$ cat src/hdl/shelf_first_fit_packer_unit_macros.svh
// assertion macros for the shelf first-fit packer
`ifndef SHELF_FIRST_FIT_PACKER_UNIT_MACROS_SVH
`define SHELF_FIRST_FIT_PACKER_UNIT_MACROS_SVH

// condition holds in the same cycle as the trigger
`define SFFP_ASSERT_NOW(label, clk, rst, ante, cons) \
  label: assert property (@(posedge clk) disable iff (rst) (ante) |-> (cons)) \
    else $error("sffp same-cycle check failed");

// condition holds in the cycle after the trigger
`define SFFP_ASSERT_NEXT(label, clk, rst, ante, cons) \
  label: assert property (@(posedge clk) disable iff (rst) (ante) |=> (cons)) \
    else $error("sffp next-cycle check failed");

`endif

$ cat src/hdl/sffp_pkg.sv
// shared types and constants of the shelf first-fit packer
package sffp_pkg;

  localparam int TAG_W    = 12;
  localparam int DIM_W    = 13;
  localparam int LEN_W    = 14;
  localparam int MARGIN_W = 4;
  localparam int LINE_W   = 5;
  localparam int Y_W      = 19;

  localparam int CFG_IDX_W  = 1;
  localparam int CFG_DATA_W = 14;

  localparam logic [CFG_IDX_W-1:0] CFG_ATLAS_WIDTH = 1'b0;
  localparam logic [CFG_IDX_W-1:0] CFG_EDGE_MARGIN = 1'b1;

  localparam logic [LEN_W-1:0]    ATLAS_WIDTH_RST = 14'd1024;
  localparam logic [MARGIN_W-1:0] EDGE_MARGIN_RST = 4'd2;

  localparam logic RK_PLACE  = 1'b0;
  localparam logic RK_REPORT = 1'b1;

  typedef struct packed {
    logic [TAG_W-1:0] entry_tag;
    logic [DIM_W-1:0] entry_width;
    logic [DIM_W-1:0] entry_height;
    logic             last_entry;
  } entry_t;

  typedef struct packed {
    logic              result_kind;
    logic [TAG_W-1:0]  placed_tag;
    logic [DIM_W-1:0]  pos_x;
    logic [LINE_W-1:0] line_index;
    logic [Y_W-1:0]    line_y;
    logic [Y_W-1:0]    total_height;
    logic              no_room;
    logic              last_result;
  } result_t;

  typedef struct packed {
    logic [LEN_W-1:0] length;
    logic [LEN_W-1:0] height;
  } shelf_t;

  localparam int SHELF_W = 2 * LEN_W;

endpackage

$ cat src/hdl/sffp_in_if.sv
// rectangle input channel of the shelf first-fit packer
interface sffp_in_if;
  logic              valid;
  logic              ready;
  sffp_pkg::entry_t  data;

  modport source (output valid, output data, input ready);
  modport sink (input valid, input data, output ready);
endinterface

$ cat src/hdl/sffp_out_if.sv
// result output channel of the shelf first-fit packer
interface sffp_out_if;
  logic               valid;
  logic               ready;
  sffp_pkg::result_t  data;

  modport source (output valid, output data, input ready);
  modport sink (input valid, input data, output ready);
endinterface

$ cat src/hdl/shelf_first_fit_packer_unit.sv
// Shelf first-fit packer: places padded rectangles on the first shelf with room, one rectangle
// per input beat, and after the last rectangle reports every shelf's y start and the total
// height. Shelf lengths and heights live in one ram with a registered read, so the first-fit
// search reads the open shelves one after another and, if none has room, opens a new shelf or
// reports no room. A rectangle marked last adds a turn state, a summing pass and a report pass
// over the open shelves; the report pass waits whenever the output side stalls. One result
// beat waits in the output register while the block carries on. Configuration must be written
// only while the block is idle and applies from the next rectangle; the block itself does not
// enforce this.
`include "shelf_first_fit_packer_unit_macros.svh"

module shelf_first_fit_packer_unit #(
  parameter int MAX_SHELVES = 32,
  parameter int MAX_ATLAS   = 8192
) (
  input  logic                                clk,
  input  logic                                rst,
  input  logic                                cfg_en,
  input  logic [sffp_pkg::CFG_IDX_W-1:0]      cfg_index,
  input  logic [sffp_pkg::CFG_DATA_W-1:0]     cfg_data,
  sffp_in_if.sink                             rects,
  sffp_out_if.source                          results
);

  localparam int IDX_W  = (MAX_SHELVES > 1) ? $clog2(MAX_SHELVES) : 1;
  localparam int USED_W = $clog2(MAX_SHELVES + 1);
  localparam int LEN_W  = sffp_pkg::LEN_W;
  localparam int DIM_W  = sffp_pkg::DIM_W;
  localparam int Y_W    = sffp_pkg::Y_W;
  localparam logic [USED_W-1:0] USED_MAX  = USED_W'(MAX_SHELVES);
  localparam logic [USED_W-1:0] USED_ONE  = USED_W'(1);
  localparam logic [LEN_W-1:0]  ATLAS_CAP = LEN_W'(MAX_ATLAS);

  typedef enum logic [5:0] {
    S_IDLE   = 6'b000001,
    S_SCAN   = 6'b000010,
    S_PLACE  = 6'b000100,
    S_TURN   = 6'b001000,
    S_SUM    = 6'b010000,
    S_REPORT = 6'b100000
  } state_t;

  state_t state;

  logic [LEN_W-1:0]              atlas_width;
  logic [sffp_pkg::MARGIN_W-1:0] edge_margin;
  logic [USED_W-1:0]             used;
  logic                          shelf0_fresh;
  logic [IDX_W-1:0]              rd_idx;

  logic [sffp_pkg::TAG_W-1:0]    tag;
  logic                          last;
  logic [LEN_W-1:0]              pw;
  logic [LEN_W-1:0]              ph;

  logic [IDX_W-1:0]              place_idx;
  logic [LEN_W-1:0]              new_len;
  logic [LEN_W-1:0]              new_hgt;
  logic [DIM_W-1:0]              place_x;
  logic                          place_none;
  logic                          open_new;

  logic [Y_W-1:0]                total;
  logic [Y_W-1:0]                acc;

  logic                          out_valid;
  sffp_pkg::result_t             out_data;
  sffp_pkg::result_t             out_data_next;
  logic                          out_load;

  // ram signals
  logic                          ram_we;
  logic [IDX_W-1:0]              raddr;
  sffp_pkg::shelf_t              ram_rdata;
  sffp_pkg::shelf_t              ram_wdata;
  sffp_pkg::shelf_t              shelf_rd;

  logic [LEN_W-1:0]              limit;
  logic [LEN_W-1:0]              margin2;
  logic [LEN_W:0]                fit_sum;
  logic                          fits;
  logic                          rd_is_last;
  logic [LEN_W-1:0]              pos_sum;
  logic                          slot_free;
  logic                          accept;

  assign limit      = (atlas_width < ATLAS_CAP) ? atlas_width : ATLAS_CAP;
  assign margin2    = LEN_W'({edge_margin, 1'b0});
  // entry 0 has never been written since the shelves were cleared
  assign shelf_rd   = (rd_idx == '0 && shelf0_fresh) ? '0 : ram_rdata;
  assign fit_sum    = {1'b0, shelf_rd.length} + {1'b0, pw};
  assign fits       = fit_sum < {1'b0, limit};
  assign rd_is_last = (rd_idx == IDX_W'(used - USED_ONE));
  assign pos_sum    = shelf_rd.length + LEN_W'(edge_margin);
  assign slot_free  = !out_valid || results.ready;
  assign accept     = rects.valid && rects.ready;
  assign out_load   = slot_free && (state == S_PLACE || state == S_REPORT);

  assign rects.ready   = (state == S_IDLE);
  assign results.valid = out_valid;
  assign results.data  = out_data;

  assign ram_we           = (state == S_PLACE) && slot_free && !place_none;
  assign ram_wdata.length = new_len;
  assign ram_wdata.height = new_hgt;

  // beat loaded into the output register: a shelf report or a placement
  always_comb begin
    out_data_next = '0;
    if (state == S_REPORT) begin
      out_data_next.result_kind  = sffp_pkg::RK_REPORT;
      out_data_next.line_index   = sffp_pkg::LINE_W'(rd_idx);
      out_data_next.line_y       = acc + Y_W'(edge_margin);
      out_data_next.total_height = total;
      out_data_next.last_result  = rd_is_last;
    end else begin
      out_data_next.result_kind  = sffp_pkg::RK_PLACE;
      out_data_next.placed_tag   = tag;
      out_data_next.pos_x        = place_x;
      out_data_next.line_index   = sffp_pkg::LINE_W'(place_idx);
      out_data_next.no_room      = place_none;
      out_data_next.last_result  = !last;
    end
  end

  // read address: the entry whose data is wanted in the next cycle
  always_comb begin
    raddr = '0;
    unique case (state)
      S_SCAN: begin
        if (!fits && !rd_is_last) begin
          raddr = rd_idx + IDX_W'(1);
        end
      end
      S_SUM: begin
        if (!rd_is_last) begin
          raddr = rd_idx + IDX_W'(1);
        end
      end
      S_REPORT: begin
        if (!slot_free) begin
          raddr = rd_idx;
        end else if (!rd_is_last) begin
          raddr = rd_idx + IDX_W'(1);
        end
      end
      S_IDLE, S_PLACE, S_TURN: begin
        raddr = '0;
      end
      default: begin
        raddr = '0;
      end
    endcase
  end

  sffp_ram #(
    .WIDTH (sffp_pkg::SHELF_W),
    .DEPTH (MAX_SHELVES)
  ) u_shelf_ram (
    .clk   (clk),
    .we    (ram_we),
    .waddr (place_idx),
    .wdata (ram_wdata),
    .raddr (raddr),
    .rdata (ram_rdata)
  );

  always_ff @(posedge clk) begin
    rd_idx <= raddr;

    if (rst) begin
      state        <= S_IDLE;
      atlas_width  <= sffp_pkg::ATLAS_WIDTH_RST;
      edge_margin  <= sffp_pkg::EDGE_MARGIN_RST;
      used         <= USED_ONE;
      shelf0_fresh <= 1'b1;
      out_valid    <= 1'b0;
    end else begin
      if (cfg_en) begin
        if (cfg_index == sffp_pkg::CFG_ATLAS_WIDTH) begin
          atlas_width <= cfg_data[LEN_W-1:0];
        end else begin
          edge_margin <= cfg_data[sffp_pkg::MARGIN_W-1:0];
        end
      end

      if (out_load) begin
        out_valid <= 1'b1;
        out_data  <= out_data_next;
      end else if (results.ready) begin
        out_valid <= 1'b0;
      end

      unique case (state)
        S_IDLE: begin
          if (accept) begin
            tag   <= rects.data.entry_tag;
            last  <= rects.data.last_entry;
            pw    <= LEN_W'(rects.data.entry_width) + margin2;
            ph    <= LEN_W'(rects.data.entry_height) + margin2;
            state <= S_SCAN;
          end
        end

        S_SCAN: begin
          if (fits) begin
            place_idx  <= rd_idx;
            new_len    <= fit_sum[LEN_W-1:0];
            new_hgt    <= (ph > shelf_rd.height) ? ph : shelf_rd.height;
            place_x    <= pos_sum[DIM_W-1:0];
            place_none <= 1'b0;
            open_new   <= 1'b0;
            state      <= S_PLACE;
          end else if (rd_is_last) begin
            if (used < USED_MAX) begin
              place_idx  <= IDX_W'(used);
              new_len    <= pw;
              new_hgt    <= ph;
              place_x    <= DIM_W'(edge_margin);
              place_none <= 1'b0;
              open_new   <= 1'b1;
            end else begin
              place_idx  <= '0;
              place_x    <= '0;
              place_none <= 1'b1;
              open_new   <= 1'b0;
            end
            state <= S_PLACE;
          end
        end

        S_PLACE: begin
          if (slot_free) begin
            if (open_new) begin
              used <= used + USED_ONE;
            end
            if (!place_none && place_idx == '0) begin
              shelf0_fresh <= 1'b0;
            end
            state <= last ? S_TURN : S_IDLE;
          end
        end

        // a turn state so the summing pass reads entry 0 after the write-back
        S_TURN: begin
          total <= '0;
          state <= S_SUM;
        end

        S_SUM: begin
          total <= total + Y_W'(shelf_rd.height);
          if (rd_is_last) begin
            acc   <= '0;
            state <= S_REPORT;
          end
        end

        S_REPORT: begin
          if (slot_free) begin
            acc <= acc + Y_W'(shelf_rd.height);
            if (rd_is_last) begin
              used         <= USED_ONE;
              shelf0_fresh <= 1'b1;
              state        <= S_IDLE;
            end
          end
        end

        default: begin
          state <= S_IDLE;
        end
      endcase
    end
  end

  `SFFP_ASSERT_NOW(a_used_range, clk, rst, 1'b1, (used != '0 && used <= USED_MAX))
  `SFFP_ASSERT_NOW(a_no_room_only_full, clk, rst,
    (results.valid && results.data.result_kind == sffp_pkg::RK_PLACE && results.data.no_room),
    (used == USED_MAX))
  `SFFP_ASSERT_NEXT(a_clear_after_report, clk, rst,
    (state == S_REPORT && slot_free && rd_is_last),
    (used == USED_ONE && shelf0_fresh && state == S_IDLE))

endmodule

$ cat src/hdl/sffp_ram.sv
// generic single-port-write, single-port-read ram with registered read
module sffp_ram #(
  parameter int WIDTH = 28,
  parameter int DEPTH = 32
) (
  input  logic                                       clk,
  input  logic                                       we,
  input  logic [((DEPTH > 1) ? $clog2(DEPTH) : 1)-1:0] waddr,
  input  logic [WIDTH-1:0]                           wdata,
  input  logic [((DEPTH > 1) ? $clog2(DEPTH) : 1)-1:0] raddr,
  output logic [WIDTH-1:0]                           rdata
);

  logic [WIDTH-1:0] mem [DEPTH];

  always_ff @(posedge clk) begin
    if (we) begin
      mem[waddr] <= wdata;
    end
    rdata <= mem[raddr];
  end

endmodule
$ cat src/flat_wrapper.sv
// flat-port wrapper written by rule: the top's interface ports become plain ports
module shelf_first_fit_packer_unit_flat 
#(
  parameter int MAX_SHELVES = 32,
  parameter int MAX_ATLAS   = 8192
)
  (clk, rst, cfg_en, cfg_index, cfg_data, rects_valid, rects_data, rects_ready, results_valid, results_data, results_ready);
  sffp_in_if rects_i ();
  sffp_out_if results_i ();
  input  logic clk;
  input  logic rst;
  input  logic cfg_en;
  input  logic [sffp_pkg::CFG_IDX_W-1:0] cfg_index;
  input  logic [sffp_pkg::CFG_DATA_W-1:0] cfg_data;
  input wire logic [$bits(rects_i.valid)-1:0] rects_valid;
  input wire logic [$bits(rects_i.data)-1:0] rects_data;
  output wire logic [$bits(rects_i.ready)-1:0] rects_ready;
  output wire logic [$bits(results_i.valid)-1:0] results_valid;
  output wire logic [$bits(results_i.data)-1:0] results_data;
  input wire logic [$bits(results_i.ready)-1:0] results_ready;
  assign rects_i.valid = rects_valid;
  assign rects_i.data = rects_data;
  assign rects_ready = rects_i.ready;
  assign results_valid = results_i.valid;
  assign results_data = results_i.data;
  assign results_i.ready = results_ready;
  shelf_first_fit_packer_unit #(.MAX_SHELVES(MAX_SHELVES), .MAX_ATLAS(MAX_ATLAS)) u_core (.clk(clk), .rst(rst), .cfg_en(cfg_en), .cfg_index(cfg_index), .cfg_data(cfg_data), .rects(rects_i), .results(results_i));
endmodule
$ cat config.mk
export PLATFORM = sky130hd
export DESIGN_NAME = shelf_first_fit_packer_unit_flat
export DESIGN_NICKNAME = d
export VERILOG_FILES = /design/src/hdl/sffp_pkg.sv /design/src/hdl/sffp_in_if.sv /design/src/hdl/sffp_out_if.sv /design/src/hdl/shelf_first_fit_packer_unit.sv /design/src/hdl/sffp_ram.sv /design/src/flat_wrapper.sv
export VERILOG_INCLUDE_DIRS = /design/src /design/src/hdl
export SDC_FILE = /design/constraint.sdc
export NUM_CORES = 2
export LEC_CHECK = 0
export BUFFER_PORTS_ARGS = -buffer_cell sky130_fd_sc_hd__buf_4
export CELL_PAD_IN_SITES_DETAIL_PLACEMENT = 1
export CELL_PAD_IN_SITES_GLOBAL_PLACEMENT = 2
export CORE_MARGIN = 2
export CORE_UTILIZATION = 40
export DETAILED_ROUTE_END_ITERATION = 10
export GPL_TIMING_DRIVEN = 1
export PLACE_DENSITY_LB_ADDON = 0.1
export SYNTH_ARGS = -nofsm -noshare
export SYNTH_HDL_FRONTEND = slang
export SYNTH_HIERARCHICAL = 1
export SYNTH_SLANG_ARGS = --single-unit
$ cat constraint.sdc
create_clock -name clk -period 7.2 [get_ports clk]
set_input_delay 0.72 -clock clk [delete_from_list [all_inputs] [get_ports clk]]
set_output_delay 0.72 -clock clk [all_outputs]
set_load 0.01 [all_outputs]
Word level (Yosys, flattened, before mapping). Memory sizes are Yosys's and may differ from the RTL's. A register that Yosys moved wholly into a read port is not among the register bits. Index checks and enable logic that the tools add are counted.

Add/subtract/negate cells: 10. $lt $le $gt $ge: 4. Equal/unequal tests: 15. Muxes and demuxes: 51. Bitwise operators: 2. Reductions and logical operators: 33.

Operators by type and width (number): 14-bit 2-to-1 mux (8); 19-bit case mux with 2 select lines (2); 6-bit 2-to-1 mux (9); 19-bit by 14-bit adder with 19-bit output (2); 19-bit 2-to-1 mux (2); 6-bit case mux with 6 select lines (1); 5-bit 2-to-1 mux (7); 13-bit by 5-bit adder with 14-bit output (2); 28-bit 2-to-1 mux (1); 13-bit 2-to-1 mux (2); 19-bit by 4-bit adder with 19-bit output (1); 14-bit by 14-bit adder with 15-bit output (1); 15-bit by 14-bit less-than comparator with 1-bit output (1); 5-bit case mux with 3 select lines (1); 14-bit > comparator (1); 14-bit less-than comparator, second input constant (1); 1-bit 2-to-1 mux (14); 13-bit by 4-bit adder with 13-bit output (1); 6-bit case mux with 2 select lines (1); 2-bit nonzero test (6); 5-bit zero test (2); 2-bit by 1-bit inequality test with 1-bit output, second input constant (5); 5-bit AND reduction (2); 4-bit 2-to-1 mux (2); other kinds (22) (40).

Bits in registers: 235. RAM bits: 896. Output and inout bits: 73. Logic and storage cells: 143. Memories kept: 1.

Memory list: u_core.u_shelf_ram.mem (words 32, bits a word 28, read ports 1, clocked after Yosys merged registers in 1, wr ports 1, RTL line sffp_ram.sv:14) `logic [WIDTH-1:0] mem [DEPTH];`.

Logic depth before layout (Yosys ltp).
Depth in word-level cells: 9. Gate-level depth with buffers: 34.

Cells and area by module. The synthesis kept the hierarchy.

Modules (own cells, without submodules): sffp_ram (times used 1, cells an instance 1984, area an instance 35442.7 µm²); shelf_first_fit_packer_unit (times used 1, cells an instance 1262, area an instance 13267.7 µm²).

Least setup slack after synthesis. Ideal clock, no wire load.

Path type: register to register. Start point: register u_core.rd_idx[0]. End point: register u_core.new_hgt[0], enable pin. Arrival time: 6.860 ns. Required time: 6.752 ns. Slack: -0.108 ns. Stages on the path, launching flop included: 28. Path through: dfxtp_1 > inv_1 > ha_1 > nor2b_1 > nand2_1 > clkbuf_1 > clkbuf_1 > clkbuf_1 > and2_1 > ha_1 > ha_1 > a21oi_1 > a21boi_0 > o22ai_1 > a32o_2 > a22oi_1 > o22ai_1 > xor2_1 > ha_1 > a21oi_1 > nor2b_1 > o21ai_0 > nand3_1 > o221ai_1 > o211ai_4 > buf_2 > and2_1 > nor3_1.

Word-level cells in the longest chain between the ends: 7. Elaborated cells on any way between the ends: 9.

Ends and longest elaborated chain: start: declaration (RTL line shelf_first_fit_packer_unit.sv:49) `logic [IDX_W-1:0] rd_idx;`; start signal: assignment (RTL line shelf_first_fit_packer_unit.sv:169) `rd_idx <= raddr;`; 5-bit zero test (RTL line shelf_first_fit_packer_unit.sv:90) `assign shelf_rd = (rd_idx == '0 && shelf0_fresh) ? '0 : ram_rdata;`; 1-bit logical AND (RTL line shelf_first_fit_packer_unit.sv:90); 28-bit 2-to-1 mux (RTL line shelf_first_fit_packer_unit.sv:90); 14-bit by 14-bit adder with 15-bit output (RTL line shelf_first_fit_packer_unit.sv:91) `assign fit_sum = {1'b0, shelf_rd.length} + {1'b0, pw};`; 15-bit by 14-bit less-than comparator with 1-bit output (RTL line shelf_first_fit_packer_unit.sv:92) `assign fits = fit_sum < {1'b0, limit};`; 2-bit nonzero test (no line); 4-bit AND reduction (no line) *; end signal: assignment (RTL line shelf_first_fit_packer_unit.sv:209) `new_hgt <= (ph > shelf_rd.height) ? ph : shelf_rd.height;`; end signal: assignment (RTL line shelf_first_fit_packer_unit.sv:218) `new_hgt <= ph;`; end: declaration (RTL line shelf_first_fit_packer_unit.sv:58) `logic [LEN_W-1:0] new_hgt;`.

Mark *: on every way between the ends. The rest lies on a longest branch, timed or not. A chain may end at the register's enable or synchronous reset.

Worst setup path in the final report.
Start point: register u_core.rd_idx[0]. End point: register u_core.u_shelf_ram.rdata[11], read port of u_core.u_shelf_ram.mem.

Word-level cells in the longest chain between the ends: 9. Elaborated cells on any way between the ends: 14.

Ends and longest elaborated chain: 5-bit zero test (RTL line shelf_first_fit_packer_unit.sv:90); 1-bit logical AND (RTL line shelf_first_fit_packer_unit.sv:90); 28-bit 2-to-1 mux (RTL line shelf_first_fit_packer_unit.sv:90); 14-bit by 14-bit adder with 15-bit output (RTL line shelf_first_fit_packer_unit.sv:91); 15-bit by 14-bit less-than comparator with 1-bit output (RTL line shelf_first_fit_packer_unit.sv:92); 1-bit zero test (RTL line shelf_first_fit_packer_unit.sv:131) `if (!fits && !rd_is_last) begin`; 1-bit logical AND (RTL line shelf_first_fit_packer_unit.sv:131); 5-bit 2-to-1 mux (RTL line shelf_first_fit_packer_unit.sv:131); 5-bit case mux with 3 select lines * (RTL line shelf_first_fit_packer_unit.sv:129) `unique case (state)`; net u_core.raddr[0] (RTL line shelf_first_fit_packer_unit.sv:73) `logic [IDX_W-1:0] raddr;`; end: declaration (RTL line sffp_ram.sv:11) `output logic [WIDTH-1:0] rdata`.

The timed path passes the listed nets; every way through them passes the cells marked *.

==> run summary <==
Global route hottest layer: met2
Mapped Area: 0.0487 sq mm
Number of synthesized flops with an enable pin: 1094
DR vias/cell: 5.49
Post-Place Worst Slack: 0.102 ns
Ys flop type: edfxtp_1
Headroom to the max-slew limit: 15.6%
Hold_ws: 0.156 ns
Max Slew Vio Count: 0
Clock Tree Root: clkbuf_16
Final wirelength: 134000 um
First-pass GRT wire length: 198000 um
Max FO, Critical Path: 85
Clock slew at reported path FFs: 0.06 ns
Fill cells: 11800
WP data required: 7.88 ns
Yosys reg bits: 1159
P&R area growth vs syn: 15.5%
Layout cells sized above 1: 13.9%
Final setup vio count: 0
Final ANT Viol Nets: 0
Slowest CP cell: buf_4
Met3 Use GR: 3.44%
CP endpoint kind: register
Count of final hold-check violations: 0
Max Cap Viol: 0
Hpwl dp: 81600 um
Period Utilization, post-route: 93.7%
I/O pins: 132
1st-iter DRT viols: 1965
Initial Util: 40.2%
First-pass iteration count of the detailed router: 5
Min setup slack post-route: 0.452 ns
Distinct cells, synth: 84
Initial antenna violation count: 1
Final nets: 3574
VDD IR-drop max: 0.218 mV
GR Overflow Total: 0
Grt met1 use: 29.9%
Post-synth ARST share: 0%
Worst min-delay path class: input pin to register
Syn avg cell area: 15.0 sq um
Die X-Extent: 353 um
Hold_buf cts: 0
Vias post-DR: 28400
Top cells by area, synth: edfxtp_1, mux2i_1, dfxtp_1
Met2 usage: 34.4%
Run status: finished clean
Count leader, synth: edfxtp_1
Post-Syn Nets: 3390
Highest achievable clock rate: 148 MHz
DR WL/cell: 26.0 um
IO buf count: 131
Clk sinks: 1159
Synth top cells by count: edfxtp_1, mux2i_1, nand2_1, a21oi_1, nor2_1
Kind of cell adding the most delay to the critical path: compound AO/OA/AOI/OAI gates
RSZ-0062 raised after global routing: true
Critical Path AT: 7.43 ns
CTS Buffer Depth: 3
Min Tclk post-route: 6.75 ns
H-tree Lvls: 4
Tightest Pin Transition: 1.26 ns
Max stage delay on crit path: 0.52 ns
Die Y: 353 um
Clock skew: 0.0274 ns
Pwr dens: 255 mW/mm^2
Worst path buffer plus inverter count: 4
Row Count: 128
Startpoint class of the critical path: register
Vias in the first global route: 29600
Skew-Pair Late Insertion Delay: 0.75 ns
Syn Inst Count: 3246
Most frequent CP cell: ha_1
Yosys warning count: 6
GP Congestion: 0.825
Leak: 18.0 nW
Post-route DRC violation count: 0
TritonCTS clock tree: done
Global Route Usage Sum: 21.4%
Die area: 0.125 sq mm
TritonCTS Buffers: 133
Crit Path Class: register to register
Pin count of the biggest net entering global routing: 109
Core ar.: 0.121 sq mm
Share of the synthesized area in the top cell type: 67.4%
Leading area contributor after synthesis: edfxtp_1
Sequential cell area fraction in the yosys report: 70.1%
[final timing paths]
check	from	end	slack, ns	depth (start not counted)
worst max register to register	u_core/rd_idx[0]$_DFF_P_	u_core/u_shelf_ram/rdata[11]$_DFF_P_	0.45	29
worst min-delay path	rects_data[14]	u_core/pw[0]$_DFFE_PP_	0.16	1
worst min register to register	u_core/atlas_width[9]$_SDFFE_PP0P_	u_core/atlas_width[9]$_SDFFE_PP0P_	0.47	2
worst max-delay path	u_core/rd_idx[0]$_DFF_P_	u_core/u_shelf_ram/rdata[11]$_DFF_P_	0.45	29
[timing repair]
action / CTS / global route
endpoints found under the setup margin: 0 / 26
gates resized for setup: 0 / 13
setup buffers: 0 / 3
[area by class of cell]
cell class,instances,area [sq um],share of cell area (%)
Antenna cell,1,2.50,0.00445
Clock buffer,178,3620,6.43
Clock inverter,64,662,1.18
Inverter,55,206,0.367
Multi-Input combinational cell,1874,13800,24.6
Sequential cell,1159,34200,60.7
Tap cell,1625,2030,3.61
Timing Repair Buffer,207,1750,3.10
[registers in the layout, indices dropped and copies added (netlist names), 4 cells and up]
name,count
u_core/pw,14
u_core/place_idx,5
u_core/new_hgt,14
u_core/place_x,13
u_core/rd_idx,5
u_core/used,6
u_core/total,19
u_core/state,6
u_core/u_shelf_ram/rdata,28
u_core/edge_margin,4
u_core/tag,12
u_core/acc,19
u_core/new_len,14
u_core/results.data,71
u_core/ph,14
u_core/atlas_width,14
u_core/u_shelf_ram/mem,896
[cells in the final DEF, fill, tap and decap left out, drive strengths merged, types with 43 or more instances in the layout]
master | netlist | final
buf | 99 | 206
a31oi | 43 | 43
nor2 | 146 | 146
and2 | 64 | 64
nand3 | 113 | 113
o21ai | 52 | 52
edfxtp | 1094 | 1094
dfxtp | 65 | 65
nor3 | 55 | 55
a21oi | 155 | 155
ha | 80 | 80
clkinv | 0 | 45
clkbuf | 59 | 179
inv | 55 | 63
mux2i | 448 | 448
a22oi | 87 | 87
nand2 | 239 | 239
a22o | 58 | 58
xnor2 | 58 | 58
[logic make-up after synthesis]
kind of cell | after synthesis | share of synthesized area, %
multiplexers | 466 | 9.70
XOR/XNOR | 94 | 1.69
AND/OR/NAND/NOR | 738 | 7.25
flip-flops | 1159 | 70.1
buffers and inverters | 213 | 2.20
adder cells (fa/ha/maj) | 90 | 2.36
AO/OA/AOI/OAI | 486 | 6.68
[stage by stage]
step | total power (W) | setup TNS (ns) | util [%] | instances | area, sq um
after global placement | 0.00793 | 0 | 42.8 | 4916 | 51900
final | 0.0144 | 0 | 46.4 | 5163 | 56300
after detailed placement | 0.00794 | 0 | 42.8 | 4916 | 51900
after floorplan | 0.00778 | 0 | - | 3246 | 48700
after global routing | 0.0149 | -0.0799 | 46.4 | 5162 | 56300
after CTS | 0.0146 | 0 | 46.3 | 5158 | 56200
[where the power goes]
group	switching [W]	internal (W)
logic	0.000199	0.000139
clock network	0.00273	0.00385
registers	0.0000795	0.00738
total	0.00301	0.0114
[metal layers]
metal | routed length (um) | part of all wire (%) | up-vias
li1 | - | - | 12800
met1 | 61500 | 46 | 14800
met2 | 63400 | 47 | 610
met3 | 6180 | 4.6 | 194
met4 | 3130 | 2.3 | 2
met5 | 20 | 0.015 | -
Note: power is estimated with default switching activity, not from simulation.
